$ cat src/sv/frpf_pkg.sv
// Shared types, widths and codes of the fixed-radius pair finder.
package frpf_pkg;

  localparam int MAX_POINTS = 64;
  localparam int COORD_BITS = 16;
  localparam int ADDR_W     = $clog2(MAX_POINTS);
  localparam int CNT_W      = $clog2(MAX_POINTS + 1);
  localparam int IDX_W      = 6;
  localparam int RESULT_CAP = 63;
  localparam int HIT_W      = $clog2(RESULT_CAP + 1);
  localparam int RADIUS_W   = 33;
  localparam int DIFF_W     = COORD_BITS + 1;
  localparam int SQ_W       = 2 * COORD_BITS;
  localparam int D2_W       = 2 * COORD_BITS + 1;
  localparam int ROOT_W     = (D2_W + 1) / 2;
  localparam int REM_W      = ROOT_W + 2;
  localparam int STEP_W     = $clog2(ROOT_W + 1);
  localparam int DIST_W     = 17;
  localparam int PADDR_W    = 4;
  localparam int PDATA_W    = 64;
  localparam int REG_IDX_W  = 1;

  // Register index, taken from the 8-byte word select of paddr
  localparam logic [REG_IDX_W-1:0] REG_RADIUS = 1'b0;

  typedef logic signed [COORD_BITS-1:0] coord_t;

  typedef struct packed {
    coord_t y;
    coord_t x;
  } point_t;

  // Control of the shared squarer
  typedef struct packed {
    logic square_x;   // load acc with dx*dx
    logic square_y;   // add dy*dy into acc
  } dist_ctl_t;

  typedef enum logic [3:0] {
    ST_IDLE,
    ST_READ,
    ST_SQX,
    ST_SQY,
    ST_CMP,
    ST_ROOT,
    ST_EMIT,
    ST_NEXT,
    ST_FLUSH,
    ST_WRITE
  } state_t;

endpackage

$ cat src/sv/frpf_if.sv
// Valid/ready channel interfaces for points in and pairs out.
interface frpf_point_if;
  import frpf_pkg::*;

  logic   valid;
  logic   ready;
  coord_t point_x;
  coord_t point_y;
  logic   new_set;

  modport source (output valid, output point_x, output point_y, output new_set, input ready);
  modport sink   (input valid, input point_x, input point_y, input new_set, output ready);
endinterface

interface frpf_pair_if;
  import frpf_pkg::*;

  logic              valid;
  logic              ready;
  logic [IDX_W-1:0]  first_index;
  logic [IDX_W-1:0]  second_index;
  logic [DIST_W-1:0] distance;
  logic              last_of_run;

  modport source (output valid, output first_index, output second_index, output distance,
                  output last_of_run, input ready);
  modport sink   (input valid, input first_index, input second_index, input distance,
                  input last_of_run, output ready);
endinterface

$ cat src/sv/frpf_point_mem.sv
// Point store: one write port, one registered read port.
module frpf_point_mem (
  input  logic                  clk,
  input  logic                  we,
  input  logic [frpf_pkg::ADDR_W-1:0] waddr,
  input  frpf_pkg::point_t      wdata,
  input  logic [frpf_pkg::ADDR_W-1:0] raddr,
  output frpf_pkg::point_t      rdata
);
  import frpf_pkg::*;

  point_t mem [MAX_POINTS];

  always_ff @(posedge clk) begin
    if (we) begin
      mem[waddr] <= wdata;
    end
  end

  always_ff @(posedge clk) begin
    rdata <= mem[raddr];
  end

endmodule

$ cat src/sv/frpf_dist_unit.sv
// Shared squarer and accumulator: squared distance and radius compare.
module frpf_dist_unit (
  input  logic                        clk,
  input  frpf_pkg::dist_ctl_t         ctl,
  input  frpf_pkg::point_t            cur,
  input  frpf_pkg::point_t            stored,
  input  logic [frpf_pkg::RADIUS_W-1:0] radius,
  output logic [frpf_pkg::D2_W-1:0]   d2,
  output logic                        hit
);
  import frpf_pkg::*;

  coord_t              op_a;
  coord_t              op_b;
  logic [DIFF_W-1:0]   diff;
  logic [DIFF_W-1:0]   mag;
  logic [2*DIFF_W-1:0] prod;
  logic [SQ_W-1:0]     sq;

  // Pick the axis, then take the magnitude of the difference
  always_comb begin
    op_a = ctl.square_y ? cur.y : cur.x;
    op_b = ctl.square_y ? stored.y : stored.x;
    diff = {op_a[COORD_BITS-1], op_a} - {op_b[COORD_BITS-1], op_b};
    mag  = diff[DIFF_W-1] ? (~diff + DIFF_W'(1)) : diff;
    prod = mag * mag;
    sq   = prod[SQ_W-1:0];
  end

  always_ff @(posedge clk) begin
    if (ctl.square_x) begin
      d2 <= D2_W'(sq);
    end else if (ctl.square_y) begin
      d2 <= d2 + D2_W'(sq);
    end
  end

  assign hit = d2 < radius;

endmodule

$ cat src/sv/frpf_isqrt.sv
// Iterative integer square root, two radicand bits per cycle.
module frpf_isqrt (
  input  logic                      clk,
  input  logic                      rst,
  input  logic                      start,
  input  logic [frpf_pkg::D2_W-1:0] value,
  output logic                      done,
  output logic [frpf_pkg::ROOT_W-1:0] root
);
  import frpf_pkg::*;

  logic [2*ROOT_W-1:0] rad;
  logic [REM_W-1:0]    rem;
  logic [STEP_W-1:0]   step;
  logic                busy;
  logic [REM_W-1:0]    rem_shift;
  logic [REM_W-1:0]    trial;
  logic                take;

  always_comb begin
    rem_shift = {rem[REM_W-3:0], rad[2*ROOT_W-1 -: 2]};
    trial     = {root, 2'b01};
    take      = rem_shift >= trial;
  end

  always_ff @(posedge clk) begin
    if (rst) begin
      busy <= 1'b0;
      done <= 1'b0;
      step <= '0;
    end else begin
      done <= busy && (step == STEP_W'(1));
      if (start) begin
        busy <= 1'b1;
        step <= STEP_W'(ROOT_W);
      end else if (busy) begin
        step <= step - STEP_W'(1);
        if (step == STEP_W'(1)) begin
          busy <= 1'b0;
        end
      end
    end
  end

  always_ff @(posedge clk) begin
    if (start) begin
      rad  <= (2*ROOT_W)'(value);
      rem  <= '0;
      root <= '0;
    end else if (busy) begin
      rad  <= {rad[2*ROOT_W-3:0], 2'b00};
      rem  <= take ? (rem_shift - trial) : rem_shift;
      root <= {root[ROOT_W-2:0], take};
    end
  end

endmodule

$ cat src/sv/fixed_radius_pair_finder_top.sv
// Fixed-radius pair finder: each point is compared with the n stored points of its set; the
// first point of a set is stored without a scan, and a point that finds the store full is dropped.
// Points are taken one at a time; point.ready is high only between items.
// Rate is set by the single shared squarer (read, square x, square y, compare and next states
// per stored point) and the 17-step root unit run once per close pair; pair stalls add to it.
// Reset clears the state machine, point count, radius and output; the store is not cleared.
module fixed_radius_pair_finder_top (
  input  logic                          clk,
  input  logic                          rst,
  frpf_point_if.sink                    point,
  frpf_pair_if.source                   pair,
  input  logic                          psel,
  input  logic                          penable,
  input  logic                          pwrite,
  input  logic [frpf_pkg::PADDR_W-1:0]  paddr,
  input  logic [frpf_pkg::PDATA_W-1:0]  pwdata,
  output logic [frpf_pkg::PDATA_W-1:0]  prdata,
  output logic                          pready
);
  import frpf_pkg::*;

  // Sequencer and run state
  state_t             state;
  state_t             state_next;
  logic [CNT_W-1:0]   count;
  logic [CNT_W-1:0]   cnt_eff;
  point_t             cur;
  logic [ADDR_W-1:0]  new_idx;
  logic [ADDR_W-1:0]  scan_idx;
  logic [HIT_W-1:0]   hits;
  logic [RADIUS_W-1:0] radius;

  // One close pair held back until we know whether it is the last of the run
  logic               pend_valid;
  logic [ADDR_W-1:0]  pend_first;
  logic [ROOT_W-1:0]  pend_dist;

  // Output register
  logic               out_valid;
  logic [IDX_W-1:0]   out_first;
  logic [IDX_W-1:0]   out_second;
  logic [DIST_W-1:0]  out_dist;
  logic               out_last;

  // Datapath links
  point_t             stored;
  dist_ctl_t          dctl;
  logic [D2_W-1:0]    d2;
  logic               hit;
  logic               root_start;
  logic               root_done;
  logic [ROOT_W-1:0]  root;
  logic               mem_we;
  logic               accept;
  logic               out_free;
  logic               load_out;
  logic               load_last;
  logic               cfg_write;

  // ---------------------------------------------------------------------------
  // Configuration port: one 64-bit word, selected by paddr bit 3
  // ---------------------------------------------------------------------------
  assign pready    = 1'b1;
  assign cfg_write = psel && penable && pwrite && pready;

  always_ff @(posedge clk) begin
    if (rst) begin
      radius <= '0;
    end else if (cfg_write && (paddr[PADDR_W-1 -: REG_IDX_W] == REG_RADIUS)) begin
      radius <= pwdata[RADIUS_W-1:0];
    end
  end

  assign prdata = (paddr[PADDR_W-1 -: REG_IDX_W] == REG_RADIUS) ? PDATA_W'(radius) : '0;

  // ---------------------------------------------------------------------------
  // Datapath units
  // ---------------------------------------------------------------------------
  frpf_point_mem u_mem (
    .clk   (clk),
    .we    (mem_we),
    .waddr (new_idx),
    .wdata (cur),
    .raddr (scan_idx),
    .rdata (stored)
  );

  frpf_dist_unit u_dist (
    .clk    (clk),
    .ctl    (dctl),
    .cur    (cur),
    .stored (stored),
    .radius (radius),
    .d2     (d2),
    .hit    (hit)
  );

  frpf_isqrt u_root (
    .clk   (clk),
    .rst   (rst),
    .start (root_start),
    .value (d2),
    .done  (root_done),
    .root  (root)
  );

  // ---------------------------------------------------------------------------
  // Sequencer
  // ---------------------------------------------------------------------------
  assign point.ready = (state == ST_IDLE);
  assign accept      = point.valid && point.ready;
  assign cnt_eff     = point.new_set ? '0 : count;
  assign out_free    = !out_valid || pair.ready;

  always_ff @(posedge clk) begin
    if (rst) begin
      state <= ST_IDLE;
    end else begin
      state <= state_next;
    end
  end

  always_comb begin
    state_next = state;
    dctl       = '0;
    root_start = 1'b0;
    mem_we     = 1'b0;
    load_out   = 1'b0;
    load_last  = 1'b0;
    case (state)
      ST_IDLE: begin
        // Drop a point that finds the store full
        if (accept && (cnt_eff < CNT_W'(MAX_POINTS))) begin
          state_next = (cnt_eff == '0) ? ST_WRITE : ST_READ;
        end
      end
      ST_READ: begin
        state_next = ST_SQX;
      end
      ST_SQX: begin
        dctl.square_x = 1'b1;
        state_next    = ST_SQY;
      end
      ST_SQY: begin
        dctl.square_y = 1'b1;
        state_next    = ST_CMP;
      end
      ST_CMP: begin
        if (hit) begin
          root_start = 1'b1;
          state_next = ST_ROOT;
        end else begin
          state_next = ST_NEXT;
        end
      end
      ST_ROOT: begin
        if (root_done) begin
          state_next = ST_EMIT;
        end
      end
      ST_EMIT: begin
        // Hold while the held pair cannot move on to the output
        if (!pend_valid) begin
          state_next = ST_NEXT;
        end else if (out_free) begin
          load_out   = 1'b1;
          state_next = ST_NEXT;
        end
      end
      ST_NEXT: begin
        if ((scan_idx == new_idx - ADDR_W'(1)) || (hits == HIT_W'(RESULT_CAP))) begin
          state_next = ST_FLUSH;
        end else begin
          state_next = ST_READ;
        end
      end
      ST_FLUSH: begin
        if (!pend_valid) begin
          state_next = ST_WRITE;
        end else if (out_free) begin
          load_out   = 1'b1;
          load_last  = 1'b1;
          state_next = ST_WRITE;
        end
      end
      ST_WRITE: begin
        mem_we     = 1'b1;
        state_next = ST_IDLE;
      end
      default: begin
        state_next = ST_IDLE;
      end
    endcase
  end

  // Run bookkeeping
  always_ff @(posedge clk) begin
    if (rst) begin
      count      <= '0;
      pend_valid <= 1'b0;
    end else begin
      if (accept) begin
        count <= cnt_eff;
      end
      if (state == ST_WRITE) begin
        count <= CNT_W'(new_idx) + CNT_W'(1);
      end
      if (state == ST_EMIT && (!pend_valid || out_free)) begin
        pend_valid <= 1'b1;
      end else if (state == ST_FLUSH && out_free) begin
        pend_valid <= 1'b0;
      end
    end
  end

  always_ff @(posedge clk) begin
    if (accept) begin
      cur.x    <= point.point_x;
      cur.y    <= point.point_y;
      new_idx  <= cnt_eff[ADDR_W-1:0];
      scan_idx <= '0;
      hits     <= '0;
    end
    if (state == ST_NEXT) begin
      scan_idx <= scan_idx + ADDR_W'(1);
    end
    // Advance the held pair whenever a new close pair is taken in
    if (state == ST_EMIT && (!pend_valid || out_free)) begin
      pend_first <= scan_idx;
      pend_dist  <= root;
      hits       <= hits + HIT_W'(1);
    end
  end

  // ---------------------------------------------------------------------------
  // Output register: a new transfer loads it only when it is empty or being taken
  // ---------------------------------------------------------------------------
  always_ff @(posedge clk) begin
    if (rst) begin
      out_valid <= 1'b0;
    end else if (load_out) begin
      out_valid <= 1'b1;
    end else if (pair.ready) begin
      out_valid <= 1'b0;
    end
  end

  always_ff @(posedge clk) begin
    if (load_out) begin
      out_first  <= pend_first[IDX_W-1:0];
      out_second <= new_idx[IDX_W-1:0];
      out_dist   <= DIST_W'(pend_dist);
      out_last   <= load_last;
    end
  end

  assign pair.valid        = out_valid;
  assign pair.first_index  = out_first;
  assign pair.second_index = out_second;
  assign pair.distance     = out_dist;
  assign pair.last_of_run  = out_last;

endmodule

$ cat src/flat_wrapper.sv
// flat-port wrapper written by rule: the top's interface ports become plain ports
module fixed_radius_pair_finder_top_flat import frpf_pkg::*;
  (clk, rst, psel, penable, pwrite, paddr, pwdata, prdata, pready, point_valid, point_point_x, point_point_y, point_new_set, point_ready, pair_valid, pair_first_index, pair_second_index, pair_distance, pair_last_of_run, pair_ready);
  frpf_point_if point_i ();
  frpf_pair_if pair_i ();
  input  logic clk;
  input  logic rst;
  input  logic psel;
  input  logic penable;
  input  logic pwrite;
  input  logic [frpf_pkg::PADDR_W-1:0] paddr;
  input  logic [frpf_pkg::PDATA_W-1:0] pwdata;
  output logic [frpf_pkg::PDATA_W-1:0] prdata;
  output logic pready;
  input wire logic [$bits(point_i.valid)-1:0] point_valid;
  input wire logic [$bits(point_i.point_x)-1:0] point_point_x;
  input wire logic [$bits(point_i.point_y)-1:0] point_point_y;
  input wire logic [$bits(point_i.new_set)-1:0] point_new_set;
  output wire logic [$bits(point_i.ready)-1:0] point_ready;
  output wire logic [$bits(pair_i.valid)-1:0] pair_valid;
  output wire logic [$bits(pair_i.first_index)-1:0] pair_first_index;
  output wire logic [$bits(pair_i.second_index)-1:0] pair_second_index;
  output wire logic [$bits(pair_i.distance)-1:0] pair_distance;
  output wire logic [$bits(pair_i.last_of_run)-1:0] pair_last_of_run;
  input wire logic [$bits(pair_i.ready)-1:0] pair_ready;
  assign point_i.valid = point_valid;
  assign point_i.point_x = point_point_x;
  assign point_i.point_y = point_point_y;
  assign point_i.new_set = point_new_set;
  assign point_ready = point_i.ready;
  assign pair_valid = pair_i.valid;
  assign pair_first_index = pair_i.first_index;
  assign pair_second_index = pair_i.second_index;
  assign pair_distance = pair_i.distance;
  assign pair_last_of_run = pair_i.last_of_run;
  assign pair_i.ready = pair_ready;
  fixed_radius_pair_finder_top u_core (.clk(clk), .rst(rst), .point(point_i), .pair(pair_i), .psel(psel), .penable(penable), .pwrite(pwrite), .paddr(paddr), .pwdata(pwdata), .prdata(prdata), .pready(pready));
endmodule
$ cat config.mk
export PLATFORM = sky130hd
export DESIGN_NAME = fixed_radius_pair_finder_top_flat
export DESIGN_NICKNAME = d
export VERILOG_FILES = /design/src/sv/frpf_pkg.sv /design/src/sv/frpf_if.sv /design/src/sv/frpf_point_mem.sv /design/src/sv/frpf_dist_unit.sv /design/src/sv/frpf_isqrt.sv /design/src/sv/fixed_radius_pair_finder_top.sv /design/src/flat_wrapper.sv
export SDC_FILE = /design/constraint.sdc
export NUM_CORES = 2
export LEC_CHECK = 0
export CAP_MARGIN = 15
export CORE_MARGIN = 5
export CORE_UTILIZATION = 62
export CTS_BUF_LIST = sky130_fd_sc_hd__clkbuf_8
export DETAILED_ROUTE_END_ITERATION = 16
export DONT_BUFFER_PORTS = 1
export PLACE_DENSITY_LB_ADDON = 0.15
export REMOVE_ABC_BUFFERS = 1
export SYNTH_ARGS = -nofsm -noshare
export SYNTH_HDL_FRONTEND = slang
export SYNTH_SLANG_ARGS = --single-unit
$ cat constraint.sdc
create_clock -name clk -period 31.4 [get_ports clk]
set_input_delay 6.28 -clock clk [delete_from_list [all_inputs] [get_ports clk]]
set_output_delay 6.28 -clock clk [all_outputs]
set_load 0.005 [all_outputs]
==> flow_summary.yaml <==
status:
  status: "finished clean"
sta:
  period_minus_slack_ps: 13630
  hold_viol_final: 0
  fmax_mhz: 73.4
  tightest_slew_ps: 1220
  tns_ps: 0
  max_slew_margin: 0.185
  setup-violations-final: 0
  slew_viol_final: 0
  rsz0062_at_grt: "no"
  fin_crit_sh: 0.434
  clock_skew_ps: 96.0
yosys:
  muxShareOfSynthArea: 0.125
  synth_top_family_by_area: "multiplexers"
  synth.largest_area_cell: "edfxtp_1"
  synth-xor-area-share: 0.0103
  ys_top_cells_by_area: "edfxtp_1 66%, mux4_2 6.7%, mux2i_1 5.3%"
  synth_warnings: 0
  syn_inst: 6134
  ys_async_sr_fraction: 0
  ys_types: 81
  ys_seq_area_frac: 0.680
  synth_edf_count: 2216
  postSynthAreaPerCell_um2: 16.5
  synth_top_cell_area_share: 0.656
  dominantRegCellSynth: "edfxtp_1"
  ys_ff_latch: 2337
  netlist_area_um2: 101000
  synth_simple_gate_area_share: 0.0350
  synth-adder-area-share: 0.0634
  synth_compound_area_frac: 0.0601
worst_setup_path:
  critPathLaunchType: "flop"
  critPathLaunch: "u_core.state[0]"
  ff2ff_setup_slack_ps: 17770
  required_ps: 32180
  worst-path-max-fanout: 33
  critPathKind: "flop to flop"
  critPathMaxStageDelay_ps: 590
  arrival_ps: 14410
  endpoint_kind: "flop"
  rr_startpoint: "u_core.state[0]"
  slowest_stage: "dfxtp_1"
final_layout:
  nets: 6895
  synthToLayoutAreaGrowth_pct: 9.62
  drive_gt1_frac: 0.154
  n_fill_cell: 10600
die:
  core_area_um2: 163000
  die_h_um: 415
  die_area_um2: 172000
  start_util: 0.623
  fp-row-count: 148
  io_pins: 205
  die_w_um: 415
flow_run:
  cap_violations: 0
global_route:
  grt_use_total: 0.292
  grt_max_degree: 130
  antenna_found_initial: 13
  grt_pass1_vias: 56800
  grt_overflow_total: 0
  grt_pass1_wl_um: 369000
clock_network:
  path_clk_slew_ps: 60
  cts_root_buf: "clkbuf_8"
  ctsHoldBuffers: 0
  cts_sinks: 2337
  cts_setup_buffers: 0
  clk_path_buf_depth: 4
  ctsResizeCount: 0
  cts_tree: "built"
  cts_buffers: 372
  clkLatencyLatePin_ps: 1050
  htreeDepth: 5
drt:
  num_vias: 56300
  vias_per_cell: 6.39
  drc_errors: 0
  drt_iter0_drc: 6611
  postRouteAntennaNets: 0
  wl_per_cell_um: 28.7
  wirelength_um: 253000
  dr.pass1.iters: 7
place:
  port_buffers: 0
  finalWeightedCongestion: 0.880
  dp_hpwl_um: 145000
worst_hold_path:
  min_path_type: "flop to flop"
  holdCritStartpoint: "u_core.pend_dist[10]"
layout make-up:
class / count / area, um2 / area share
Timing Repair Buffer: 164 / 1360 / 0.0122
Clock inverter: 226 / 977 / 0.00879
Tap cell: 2175 / 2720 / 0.0245
Multi-Input combinational cell: 3155 / 30500 / 0.274
Clock buffer: 388 / 5340 / 0.0480
Inverter: 358 / 1350 / 0.0121
Antenna cell: 7 / 17.5 / 0.000158
Sequential cell: 2337 / 69000 / 0.620
critical path, delay by kind of cell, from the launching register on:
family	cells	cell delay, ps
compound gates	20	4240
xor+xnor	3	800
fa+ha+maj	10	4360
buf+inv	8	1420
flops	1	590
mux	1	300
simple gates	6	1620
stage by stage:
step	utilization	cells	instance area, um2	hold slack (ps)	setup WS, ps
after global placement	0.644	8187	105000	401	17910
after floorplan	-	5850	100000	400	2170
after CTS	0.683	8801	111000	416	17750
final	0.683	8810	111000	413	17770
after global routing	0.683	8805	111000	419	16850
after detailed placement	0.644	8187	105000	405	17780
state kept, by name, summed over array words and instances, names as in the netlist, 4 cells and up:
register                  cells
u_core.hits                   6
u_core.scan_idx               6
u_core.pend_dist             17
u_core.u_root.root           17
u_core.pair.first_index       6
u_core.u_mem.mem           2048
u_core.u_mem.rdata           32
u_core.pair.second_index      6
u_core.pend_first             6
u_core.cur                   32
u_core.u_dist.d2             33
u_core.state                  4
u_core.u_root.rem            17
u_core.pair.distance         17
u_core.radius                33
u_core.u_root.rad            34
u_core.count                  7
u_core.new_idx                6
u_core.u_root.step            5
worst paths after layout:
check | end | cells after the start
worst min register to register | u_core.pair.distance[10] | 0
worst min-delay path | u_core.pair.distance[10] | 0
worst max register to register | u_core.u_dist.d2[30] | 48
worst max-delay path | u_core.u_dist.d2[30] | 48
kinds of logic after synthesis:
family,count (synthesis)
AO/OA/AOI/OAI,899
buffers and inverters,683
XOR/XNOR,117
flip-flops,2337
AND/OR/NAND/NOR,816
other,2
multiplexers,881
adder cells (fa/ha/maj),399
metal layers:
metal  vias to the layer above  track usage  share of wire
li1                      24300            -              -
met1                     28700        0.372           0.37
met2                      2747        0.484           0.49
met3                       595       0.0601          0.089
met4                         6        0.146          0.055
met5                         -            0        0.00021
cell usage after synthesis, types with 71 or more instances:
cell and n:
fa_1 192, dfxtp_1 121, buf_1 71, mux2i_1 533
clkbuf_1 207, mux4_2 301, o221ai_1 245, xnor2_1 71
a21oi_1 271, ha_1 207, nor2_1 293, inv_1 351
o22ai_1 129, nand2_1 338, edfxtp_1 2216
layout by cell type, fill, tap and decap left out, drive strengths merged, types with 7 or more instances in the layout:
cell type | netlist | layout
edfxtp | 2216 | 2216
mux2i | 533 | 533
inv | 354 | 498
clkbuf | 207 | 388
nand2 | 338 | 338
mux4 | 301 | 301
nor2 | 293 | 293
a21oi | 271 | 271
o221ai | 245 | 245
ha | 207 | 207
fa | 192 | 192
buf | 118 | 164
o22ai | 129 | 129
dfxtp | 121 | 121
clkinv | 4 | 78
xnor2 | 72 | 72
o21ai | 69 | 69
a21o | 57 | 57
mux2 | 47 | 47
xor2 | 44 | 44
conb | 2 | 43
nand3 | 29 | 29
nand2b | 27 | 27
a211oi | 25 | 25
nor3 | 23 | 23
nor2b | 22 | 22
o21a | 22 | 22
a31oi | 16 | 16
nand4 | 12 | 12
o21bai | 11 | 11
and2 | 11 | 11
and3 | 10 | 10
nor4 | 10 | 10
diode | 0 | 7
or3 | 7 | 7
a22oi | 7 | 7
or2 | 7 | 7
Power is not shown: default switching activity piles up to over one toggle a cycle in this logic, so the estimate is an artifact.
